===== src/sv/datetime_text_validator_defines.svh =====
// Assertion macros for the datetime text validator.
`ifndef DATETIME_TEXT_VALIDATOR_DEFINES_SVH
`define DATETIME_TEXT_VALIDATOR_DEFINES_SVH
`ifndef SYNTHESIS
`define DTV_ASSERT(label, clk, rst, prop, msg) \
  label: assert property (@(posedge clk) disable iff (rst) prop) else $error(msg);
`define DTV_ASSERT_NR(label, clk, prop, msg) \
  label: assert property (@(posedge clk) prop) else $error(msg);
`else
`define DTV_ASSERT(label, clk, rst, prop, msg)
`define DTV_ASSERT_NR(label, clk, prop, msg)
`endif
`endif


===== src/sv/dtv_pkg.sv =====
// Types, constants and helper functions for the datetime text validator.
package dtv_pkg;

  typedef enum logic [20:0] {
    PH_LEAD      = 21'h000001,
    PH_Y1        = 21'h000002,
    PH_Y2        = 21'h000004,
    PH_Y3        = 21'h000008,
    PH_DASH1     = 21'h000010,
    PH_M0        = 21'h000020,
    PH_M1        = 21'h000040,
    PH_DASH2     = 21'h000080,
    PH_D0        = 21'h000100,
    PH_D1        = 21'h000200,
    PH_DATE_DONE = 21'h000400,
    PH_H0        = 21'h000800,
    PH_H1        = 21'h001000,
    PH_COLON     = 21'h002000,
    PH_MI0       = 21'h004000,
    PH_MI1       = 21'h008000,
    PH_TIME_DONE = 21'h010000,
    PH_S0        = 21'h020000,
    PH_S1        = 21'h040000,
    PH_TAIL      = 21'h080000,
    PH_ENDED     = 21'h100000
  } phase_t;

  typedef struct packed {
    logic       vld;
    logic [7:0] char_code;
    logic       is_last;
  } item_t;

  localparam logic [7:0] CHAR_NUL   = 8'h00;
  localparam logic [7:0] CHAR_DASH  = 8'h2D;
  localparam logic [7:0] CHAR_COLON = 8'h3A;
  localparam logic [7:0] CHAR_T_UP  = 8'h54;
  localparam logic [7:0] CHAR_T_LO  = 8'h74;
  localparam logic [7:0] CHAR_SPACE = 8'h20;
  localparam logic [7:0] CHAR_TAB   = 8'h09;
  localparam logic [7:0] CHAR_CR    = 8'h0D;
  localparam logic [7:0] CHAR_ZERO  = 8'h30;
  localparam logic [7:0] CHAR_NINE  = 8'h39;

  localparam logic [6:0] MAX_MONTH  = 7'd12;
  localparam logic [6:0] MAX_HOUR   = 7'd23;
  localparam logic [6:0] MAX_MINSEC = 7'd59;
  localparam logic [3:0] MONTH_FEB  = 4'd2;
  localparam logic [4:0] DAYS_LEAP  = 5'd29;

  function automatic logic is_ws(input logic [7:0] c);
    return (c == CHAR_SPACE) || ((c >= CHAR_TAB) && (c <= CHAR_CR));
  endfunction

  function automatic logic is_digit(input logic [7:0] c);
    return (c >= CHAR_ZERO) && (c <= CHAR_NINE);
  endfunction

  function automatic logic accepting(input phase_t ph);
    return (ph == PH_DATE_DONE) || (ph == PH_TIME_DONE) || (ph == PH_TAIL);
  endfunction

  function automatic logic [6:0] times10_add(input logic [6:0] a, input logic [3:0] d);
    return 7'((a << 3) + (a << 1) + {3'b000, d});
  endfunction

  function automatic logic [4:0] month_days(input logic [3:0] m);
    logic [4:0] r;
    case (m)
      4'd2:    r = 5'd28;
      4'd4:    r = 5'd30;
      4'd6:    r = 5'd30;
      4'd9:    r = 5'd30;
      4'd11:   r = 5'd30;
      default: r = 5'd31;
    endcase
    return r;
  endfunction

endpackage


===== src/sv/dtv_intf.sv =====
// Handshake interfaces for the text byte and result channels.
interface dtv_text_if;
  logic       valid;
  logic       ready;
  logic [7:0] char_code;
  logic       is_last;
  modport source(output valid, output char_code, output is_last, input ready);
  modport sink(input valid, input char_code, input is_last, output ready);
endinterface

interface dtv_res_if;
  logic valid;
  logic ready;
  logic valid_res;
  modport source(output valid, output valid_res, input ready);
  modport sink(input valid, input valid_res, output ready);
endinterface


===== src/sv/datetime_text_validator.sv =====
// The last text byte is held in the input register, then its verdict loads the result register.
// Throughput: one text byte per cycle, except while a last byte waits on a pending result
// that is not taken; the per-byte grammar update sets the rate.
// A pending result does not block bytes that are not marked last.
// Reset: synchronous rst empties both registers and returns the parser to leading whitespace.
// No memories, no clearing pass after reset.
module datetime_text_validator (
  input logic        clk,
  input logic        rst,
  dtv_text_if.sink   text,
  dtv_res_if.source  result
);

  dtv_pkg::item_t item;
  logic           take;

  dtv_in_reg u_in_reg (
    .clk  (clk),
    .rst  (rst),
    .text (text),
    .take (take),
    .item (item)
  );

  dtv_parse u_parse (
    .clk    (clk),
    .rst    (rst),
    .item   (item),
    .take   (take),
    .result (result)
  );

endmodule


===== src/sv/dtv_in_reg.sv =====
// Input register stage for text bytes.
`include "datetime_text_validator_defines.svh"
module dtv_in_reg (
  input  logic           clk,
  input  logic           rst,
  dtv_text_if.sink       text,
  input  logic           take,
  output dtv_pkg::item_t item
);

  logic       vld;
  logic [7:0] char_code;
  logic       is_last;
  logic       load;

  assign text.ready = !vld || take;
  assign load       = text.valid && text.ready;

  always_ff @(posedge clk) begin
    if (rst) begin
      vld <= 1'b0;
    end else if (load) begin
      vld <= 1'b1;
    end else if (take) begin
      vld <= 1'b0;
    end
  end

  always_ff @(posedge clk) begin
    if (load) begin
      char_code <= text.char_code;
      is_last   <= text.is_last;
    end
  end

  assign item = '{vld: vld, char_code: char_code, is_last: is_last};

  `DTV_ASSERT(a_take_needs_item, clk, rst, take |-> vld, "consume without held byte")
  `DTV_ASSERT(a_stall_holds_byte, clk, rst, vld && !take |=> vld && $stable(char_code), "held byte lost")

endmodule


===== src/sv/dtv_parse.sv =====
// Grammar and calendar check per byte, with result register.
`include "datetime_text_validator_defines.svh"
module dtv_parse (
  input  logic           clk,
  input  logic           rst,
  input  dtv_pkg::item_t item,
  output logic           take,
  dtv_res_if.source      result
);

  dtv_pkg::phase_t phase, phase_next;
  logic            rejected, rejected_next;
  logic [6:0]      year_hi, year_hi_next;
  logic [6:0]      year_lo, year_lo_next;
  logic [3:0]      month, month_next;
  logic [3:0]      day_d0, day_d0_next;
  logic [3:0]      first_time_digit, first_time_digit_next;
  logic            out_valid;
  logic            out_res;
  logic            res_next;
  logic            ok;
  logic [7:0]      c;
  logic            dg;
  logic            ws;
  logic [3:0]      d;
  logic [6:0]      val2;
  logic [6:0]      month_val;
  logic [6:0]      day_val;
  logic            leap;
  logic [4:0]      max_day;

  assign c  = item.char_code;
  assign dg = dtv_pkg::is_digit(c);
  assign ws = dtv_pkg::is_ws(c);
  assign d  = c[3:0];

  assign val2      = dtv_pkg::times10_add({3'b000, first_time_digit}, d);
  assign month_val = dtv_pkg::times10_add({3'b000, month}, d);
  assign day_val   = dtv_pkg::times10_add({3'b000, day_d0}, d);
  assign leap      = (year_lo == 7'd0) ? (year_hi[1:0] == 2'b00) : (year_lo[1:0] == 2'b00);
  assign max_day   = (month == dtv_pkg::MONTH_FEB && leap) ? dtv_pkg::DAYS_LEAP
                                                           : dtv_pkg::month_days(month);

  assign take = item.vld && (!item.is_last || !out_valid || result.ready);

  always_comb begin
    phase_next            = phase;
    rejected_next         = rejected;
    year_hi_next          = year_hi;
    year_lo_next          = year_lo;
    month_next            = month;
    day_d0_next           = day_d0;
    first_time_digit_next = first_time_digit;
    ok                    = 1'b1;
    if (!rejected && phase != dtv_pkg::PH_ENDED) begin
      if (c == dtv_pkg::CHAR_NUL) begin
        rejected_next = !dtv_pkg::accepting(phase);
        phase_next    = dtv_pkg::PH_ENDED;
      end else begin
        case (phase)
          dtv_pkg::PH_LEAD: begin
            if (!ws) begin
              ok           = dg;
              year_hi_next = {3'b000, d};
              phase_next   = dtv_pkg::PH_Y1;
            end
          end
          dtv_pkg::PH_Y1: begin
            ok           = dg;
            year_hi_next = dtv_pkg::times10_add(year_hi, d);
            phase_next   = dtv_pkg::PH_Y2;
          end
          dtv_pkg::PH_Y2: begin
            ok           = dg;
            year_lo_next = {3'b000, d};
            phase_next   = dtv_pkg::PH_Y3;
          end
          dtv_pkg::PH_Y3: begin
            ok           = dg;
            year_lo_next = dtv_pkg::times10_add(year_lo, d);
            phase_next   = dtv_pkg::PH_DASH1;
          end
          dtv_pkg::PH_DASH1: begin
            ok         = (c == dtv_pkg::CHAR_DASH);
            phase_next = dtv_pkg::PH_M0;
          end
          dtv_pkg::PH_M0: begin
            ok         = dg;
            month_next = d;
            phase_next = dtv_pkg::PH_M1;
          end
          dtv_pkg::PH_M1: begin
            ok         = dg && (month_val != 7'd0) && (month_val <= dtv_pkg::MAX_MONTH);
            month_next = month_val[3:0];
            phase_next = dtv_pkg::PH_DASH2;
          end
          dtv_pkg::PH_DASH2: begin
            ok         = (c == dtv_pkg::CHAR_DASH);
            phase_next = dtv_pkg::PH_D0;
          end
          dtv_pkg::PH_D0: begin
            ok          = dg;
            day_d0_next = d;
            phase_next  = dtv_pkg::PH_D1;
          end
          dtv_pkg::PH_D1: begin
            ok         = dg && (day_val != 7'd0) && (day_val <= {2'b00, max_day});
            phase_next = dtv_pkg::PH_DATE_DONE;
          end
          dtv_pkg::PH_DATE_DONE: begin
            if (c == dtv_pkg::CHAR_T_UP || c == dtv_pkg::CHAR_T_LO) begin
              phase_next = dtv_pkg::PH_H0;
            end else if (!ws) begin
              ok                    = dg;
              first_time_digit_next = d;
              phase_next            = dtv_pkg::PH_H1;
            end
          end
          dtv_pkg::PH_H0: begin
            ok                    = dg;
            first_time_digit_next = d;
            phase_next            = dtv_pkg::PH_H1;
          end
          dtv_pkg::PH_H1: begin
            ok         = dg && (val2 <= dtv_pkg::MAX_HOUR);
            phase_next = dtv_pkg::PH_COLON;
          end
          dtv_pkg::PH_COLON: begin
            ok         = (c == dtv_pkg::CHAR_COLON);
            phase_next = dtv_pkg::PH_MI0;
          end
          dtv_pkg::PH_MI0: begin
            ok                    = dg;
            first_time_digit_next = d;
            phase_next            = dtv_pkg::PH_MI1;
          end
          dtv_pkg::PH_MI1: begin
            ok         = dg && (val2 <= dtv_pkg::MAX_MINSEC);
            phase_next = dtv_pkg::PH_TIME_DONE;
          end
          dtv_pkg::PH_TIME_DONE: begin
            if (c == dtv_pkg::CHAR_COLON) begin
              phase_next = dtv_pkg::PH_S0;
            end else begin
              ok         = ws;
              phase_next = dtv_pkg::PH_TAIL;
            end
          end
          dtv_pkg::PH_S0: begin
            ok                    = dg;
            first_time_digit_next = d;
            phase_next            = dtv_pkg::PH_S1;
          end
          dtv_pkg::PH_S1: begin
            ok         = dg && (val2 <= dtv_pkg::MAX_MINSEC);
            phase_next = dtv_pkg::PH_TAIL;
          end
          dtv_pkg::PH_TAIL: begin
            ok = ws;
          end
          default: begin
            ok = 1'b1;
          end
        endcase
        if (!ok) begin
          rejected_next = 1'b1;
          phase_next    = phase;
        end
      end
    end
    res_next = !rejected_next &&
               (phase_next == dtv_pkg::PH_ENDED || dtv_pkg::accepting(phase_next));
  end

  always_ff @(posedge clk) begin
    if (rst) begin
      phase     <= dtv_pkg::PH_LEAD;
      rejected  <= 1'b0;
      out_valid <= 1'b0;
    end else begin
      if (take) begin
        if (item.is_last) begin
          phase    <= dtv_pkg::PH_LEAD;
          rejected <= 1'b0;
        end else begin
          phase    <= phase_next;
          rejected <= rejected_next;
        end
      end
      if (take && item.is_last) begin
        out_valid <= 1'b1;
      end else if (result.ready) begin
        out_valid <= 1'b0;
      end
    end
  end

  always_ff @(posedge clk) begin
    if (take) begin
      year_hi          <= year_hi_next;
      year_lo          <= year_lo_next;
      month            <= month_next;
      day_d0           <= day_d0_next;
      first_time_digit <= first_time_digit_next;
    end
    if (take && item.is_last) begin
      out_res <= res_next;
    end
  end

  assign result.valid     = out_valid;
  assign result.valid_res = out_res;

  `DTV_ASSERT(a_no_result_overwrite, clk, rst, out_valid && !result.ready |-> !(take && item.is_last), "pending result overwritten")
  `DTV_ASSERT(a_result_from_last, clk, rst, $rose(out_valid) |-> $past(take && item.is_last), "result without last byte")
  `DTV_ASSERT(a_restart_after_last, clk, rst, take && item.is_last |=> phase == dtv_pkg::PH_LEAD && !rejected, "state not restarted after last byte")
  `DTV_ASSERT_NR(a_reset_clears_result, clk, $past(rst) |-> !out_valid, "result pending after reset")

endmodule


===== src/flat_wrapper.sv =====
// flat-port wrapper written by rule: the top's interface ports become plain ports
module datetime_text_validator_flat 
  (clk, rst, text_valid, text_char_code, text_is_last, text_ready, result_valid, result_valid_res, result_ready);
  dtv_text_if text_i ();
  dtv_res_if result_i ();
  input logic clk;
  input logic rst;
  input wire logic [$bits(text_i.valid)-1:0] text_valid;
  input wire logic [$bits(text_i.char_code)-1:0] text_char_code;
  input wire logic [$bits(text_i.is_last)-1:0] text_is_last;
  output wire logic [$bits(text_i.ready)-1:0] text_ready;
  output wire logic [$bits(result_i.valid)-1:0] result_valid;
  output wire logic [$bits(result_i.valid_res)-1:0] result_valid_res;
  input wire logic [$bits(result_i.ready)-1:0] result_ready;
  assign text_i.valid = text_valid;
  assign text_i.char_code = text_char_code;
  assign text_i.is_last = text_is_last;
  assign text_ready = text_i.ready;
  assign result_valid = result_i.valid;
  assign result_valid_res = result_i.valid_res;
  assign result_i.ready = result_ready;
  datetime_text_validator u_core (.clk(clk), .rst(rst), .text(text_i), .result(result_i));
endmodule

===== config.mk =====
export PLATFORM = sky130hd
export DESIGN_NAME = datetime_text_validator_flat
export DESIGN_NICKNAME = d
export VERILOG_FILES = /design/src/sv/dtv_pkg.sv /design/src/sv/dtv_intf.sv /design/src/sv/datetime_text_validator.sv /design/src/sv/dtv_in_reg.sv /design/src/sv/dtv_parse.sv /design/src/flat_wrapper.sv
export VERILOG_INCLUDE_DIRS = /design/src /design/src/sv
export SDC_FILE = /design/constraint.sdc
export NUM_CORES = 1
export LEC_CHECK = 0
export BUFFER_PORTS_ARGS = -buffer_cell sky130_fd_sc_hd__buf_4
export CAP_MARGIN = 20
export CORE_AREA = 5 5 96 98
export CTS_CLUSTER_DIAMETER = 100
export DETAILED_ROUTE_END_ITERATION = 10
export DIE_AREA = 0 0 101 103
export PLACE_DENSITY = 0.67
export SYNTH_ARGS = -nofsm -noshare
export SYNTH_HDL_FRONTEND = slang
export SYNTH_SLANG_ARGS = --single-unit

===== constraint.sdc =====
create_clock -name clk -period 10.65 [get_ports clk]
set_input_delay 2.13 -clock clk [delete_from_list [all_inputs] [get_ports clk]]
set_output_delay 2.13 -clock clk [all_outputs]
set_load 0.01 [all_outputs]

==> flow_summary_export.csv <==
group,metric,value,unit
outcome,status,"completed",
grt,grt_max_degree,23,
clocking,holdBufCountCts,0,
drt,drt-initial-drc-count,219,
drt,vias,3547,
critical_path,path_class,"in2out",
grt,antenna_found_initial,0,
final_layout,n_antenna_cell,0,
place,place_congestion,0.975,
grt,grt_use_met2,0.343,
critical_path,required,8.52,ns
floorplanning,row_count,34,
place,placedCellCount,572,
critical_path,cp.arrival,2.77,ns
drt,wl_per_cell,17.5,microns
floorplanning,die_w,101,microns
hold_path,hp-class,"reg2reg",
synthesis,synth-async-reset-ratio,0,
timing,min_period,4.90,ns
synthesis,synthFlopType,"edfxtp_1",
drt,drt_wl_total,10.2,mm
power,p_leak,1.68,nW
critical_path,critPathCaptureType,"output port",
critical_path,crit_slowest_cell,"nor2b_1",
clocking,clock-sinks,55,
timing,relSlewSlack,0.254,
critical_path,critical_path.max_stage_delay,0.23,ns
timing,fin_skew,0.0103,ns
timing,rsz0062_at_grt,"no",
clocking,post_cts_buffers,0,
power,max-vdd-ir-drop,0.0000613,V
final_layout,drive_gt1_frac,0.102,
floorplanning,initial_utilization,0.497,
final_layout,instances_no_fill,580,
drt,drt_first_pass_iters,5,
power,cellPowerDensity,87.9,nW/um^2
clocking,max-clock-path-buffers,2,
grt,first_global_vias,3489,
grt,grt-ovfl-total,0,
clocking,cts_buffers,5,
clocking,root_buffer,"clkbuf_8",
critical_path,cp_max_fo,4,
clocking,htree_levels,2,
timing,slew_violations,0,
grt,grt_pass1_wl,17.2,mm
clocking,insertion_delay,0.31,ns
final_layout,synthToLayoutAreaGrowth,6.45,%
drt,avgViaCountPerCell,6.12,
clocking,path_clk_slew,0.09,ns
critical_path,crit_path_frequent_cell,"buf_4",
timing,tightestPinTransition,1.11,ns
timing,setup_ws,5.75,ns
flow_run,drv_cap,0,
timing,fmax,204,MHz
critical_path,regToRegStartpoint,"u_core.u_in_reg.char_code[3]$_DFFE_PP_",
timing,finalHoldWorstSlack,0.499,ns
synthesis,synth_cells,463,
critical_path,crit_chain,"buf_4 -> nor2b_1 -> nand3_1 -> buf_4",
timing,setup_viol,0,
final_layout,finalInstanceArea,4440,sq um
critical_path,worst_setup_path_start_kind,"input pin",
hold_path,hold_end,"u_core.u_parse.phase[14]$_SDFFE_PP0P_",
grt,grt.busiest_layer,"met2",
critical_path,reg2regPathDepth,12,
synthesis,avgSynthCellArea,9.00,sq um
critical_path,rrSetupSlack,6.07,ns
synthesis,synth_nets,515,
grt,grtUsageMet3,0.0291,
floorplanning,io-pin-count,16,
hold_path,whs_path_depth,2,
floorplanning,dieArea,10400,sq um
synthesis,synth_edf_count,31,
floorplanning,core-area,8380,sq um
synthesis,seq_area_frac_synth,0.339,
place,pre_cts_ws,5.75,ns
final_layout,nets,523,
final_layout,final_util,0.529,
timing,hold_violations,0,
clocking,cts_tree,"done",
grt,grt_use_total,0.206,
critical_path,rr_endpoint,"u_core.u_parse.phase[4]$_SDFFE_PP0P_",
place,dp.final_hpwl,7.88,mm
drt,drc,0,
floorplanning,die_h,103,microns
place,place_area,4350,sq um
place,io_buffers,15,
synthesis,synth_warnings,0,
power,finalPower,0.390,mW
drt,ant_nets,0,
synthesis,synth.cell_area,4170,sq um
clocking,cts_resized,0,
synthesis,synth_seq_cells,55,
grt,use_met1,0.277,
hold_path,min_from,"u_core.u_parse.phase[14]$_SDFFE_PP0P_",
timing,post-route-period-util,0.460,
synthesis,ys_types,65,
timing,final.setup.tns,0,ns
layout by cell type (no fill, tap or decap), types with 3 or more instances in the layout:
cell type,synthesis,final
a31oi_1,5,5
nand2_1,48,48
dfxtp_1,24,24
xor2_1,8,8
nor4_2,4,4
nand4b_1,4,4
o31ai_1,3,3
a21o_1,9,9
clkbuf_8,0,5
nor2_1,64,64
nor3_1,13,13
nor4b_1,3,3
a211oi_1,4,4
or3_1,4,4
o211ai_1,3,3
or2_2,4,4
and3_1,4,4
nor4_1,11,11
buf_4,1,17
fa_1,8,8
xnor2_1,10,10
nand4_1,10,10
ha_1,31,31
o22ai_1,6,6
nor2b_1,10,10
nand3b_1,5,5
o21ai_0,13,13
nor4_4,3,3
nand2b_1,10,10
nand3_1,10,10
inv_1,14,14
a22oi_1,13,13
edfxtp_1,31,31
a21oi_1,23,23
critical path, delay by kind of cell:
| family | cells | cell delay (ns) |
|---|---|---|
| AND/OR/NAND/NOR | 2 | 0.36 |
| buffers and inverters | 2 | 0.27 |
power breakdown:
group          internal (mW)  switching [mW]  total, mW
Combinational         0.0170          0.0235     0.0404
Sequential             0.227         0.00598      0.233
Clock                 0.0463          0.0700      0.116
kinds of logic (layout without fill, tap and decap cells):
kind of cell / count (synthesis) / count (layout) / share of synthesized area
compound gates: 99 / 99 / 0.165
xor+xnor: 18 / 18 / 0.0378
fa+ha+maj: 39 / 39 / 0.131
buf+inv: 30 / 39 / 0.0321
flops: 55 / 55 / 0.339
mux: 2 / 2 / 0.00540
simple gates: 220 / 220 / 0.289
metal layers:
metal  share of wire  vias up
li1                -     1734
met1            0.45     1674
met2            0.48      119
met3           0.048       20
met4           0.019        0
met5               0        -
state kept, by name (all words and copies together), names as in the netlist:
name	flops
u_core.u_parse.year_hi	2
u_core.u_in_reg.vld	1
u_core.u_parse.month	4
u_core.u_parse.year_lo	7
u_core.u_parse.day_d0	4
u_core.u_parse.rejected	1
u_core.u_parse.first_time_digit	4
u_core.u_parse.result.valid	1
u_core.u_parse.phase	21
u_core.u_in_reg.char_code	8
u_core.u_parse.result.valid_res	1
u_core.u_in_reg.is_last	1
worst max-delay path by stage:
stage / start / end / slack, ns / depth (start not counted)
after detailed placement: result_ready / text_ready / 5.75 / 4
after global placement: result_ready / text_ready / 5.80 / 4
final: result_ready / text_ready / 5.75 / 4
after floorplan: result_ready / text_ready / 6.04 / 2
after global routing: u_core.u_in_reg.char_code[3]$_DFFE_PP_ / u_core.u_parse.phase[13]$_SDFFE_PP0P_ / 5.67 / 14
after CTS: result_ready / text_ready / 5.75 / 4
synthesized netlist by cell type (3+ instances only):
master | instances | area share
a21oi_1 | 23 | 0.028
nor4_1 | 11 | 0.017
o31ai_1 | 3 | 0.0054
nor3_1 | 13 | 0.016
nand4b_1 | 4 | 0.0084
xnor2_1 | 10 | 0.021
nand2b_1 | 10 | 0.015
ha_1 | 31 | 0.093
nor4b_1 | 3 | 0.0063
dfxtp_1 | 24 | 0.12
nand3b_1 | 5 | 0.0090
a211oi_1 | 4 | 0.0072
edfxtp_1 | 31 | 0.22
o211ai_1 | 3 | 0.0054
nand3_1 | 10 | 0.012
xor2_1 | 8 | 0.017
a31oi_1 | 5 | 0.0075
nand2_1 | 48 | 0.043
nor4_4 | 3 | 0.015
a21o_1 | 9 | 0.016
or2_2 | 4 | 0.0060
clkbuf_1 | 11 | 0.0099
or3_1 | 4 | 0.0060
nor4_2 | 4 | 0.012
o21ai_0 | 13 | 0.016
o22ai_1 | 6 | 0.0090
and3_1 | 4 | 0.0060
nand4_1 | 10 | 0.015
nor2_1 | 64 | 0.058
inv_1 | 14 | 0.013
a22oi_1 | 13 | 0.023
nor2b_1 | 10 | 0.015
fa_1 | 8 | 0.038
area by class of cell:
cell class / count / area, sq um
clock buffers: 5 / 68.8
clock inverters: 3 / 18.8
fillers: 794 / 3940
inverters: 14 / 52.6
multi-input cells: 378 / 2620
flip-flops and latches: 55 / 1410
well taps: 108 / 135
repair buffers: 17 / 128
Note: power is estimated with default switching activity, not from simulation.
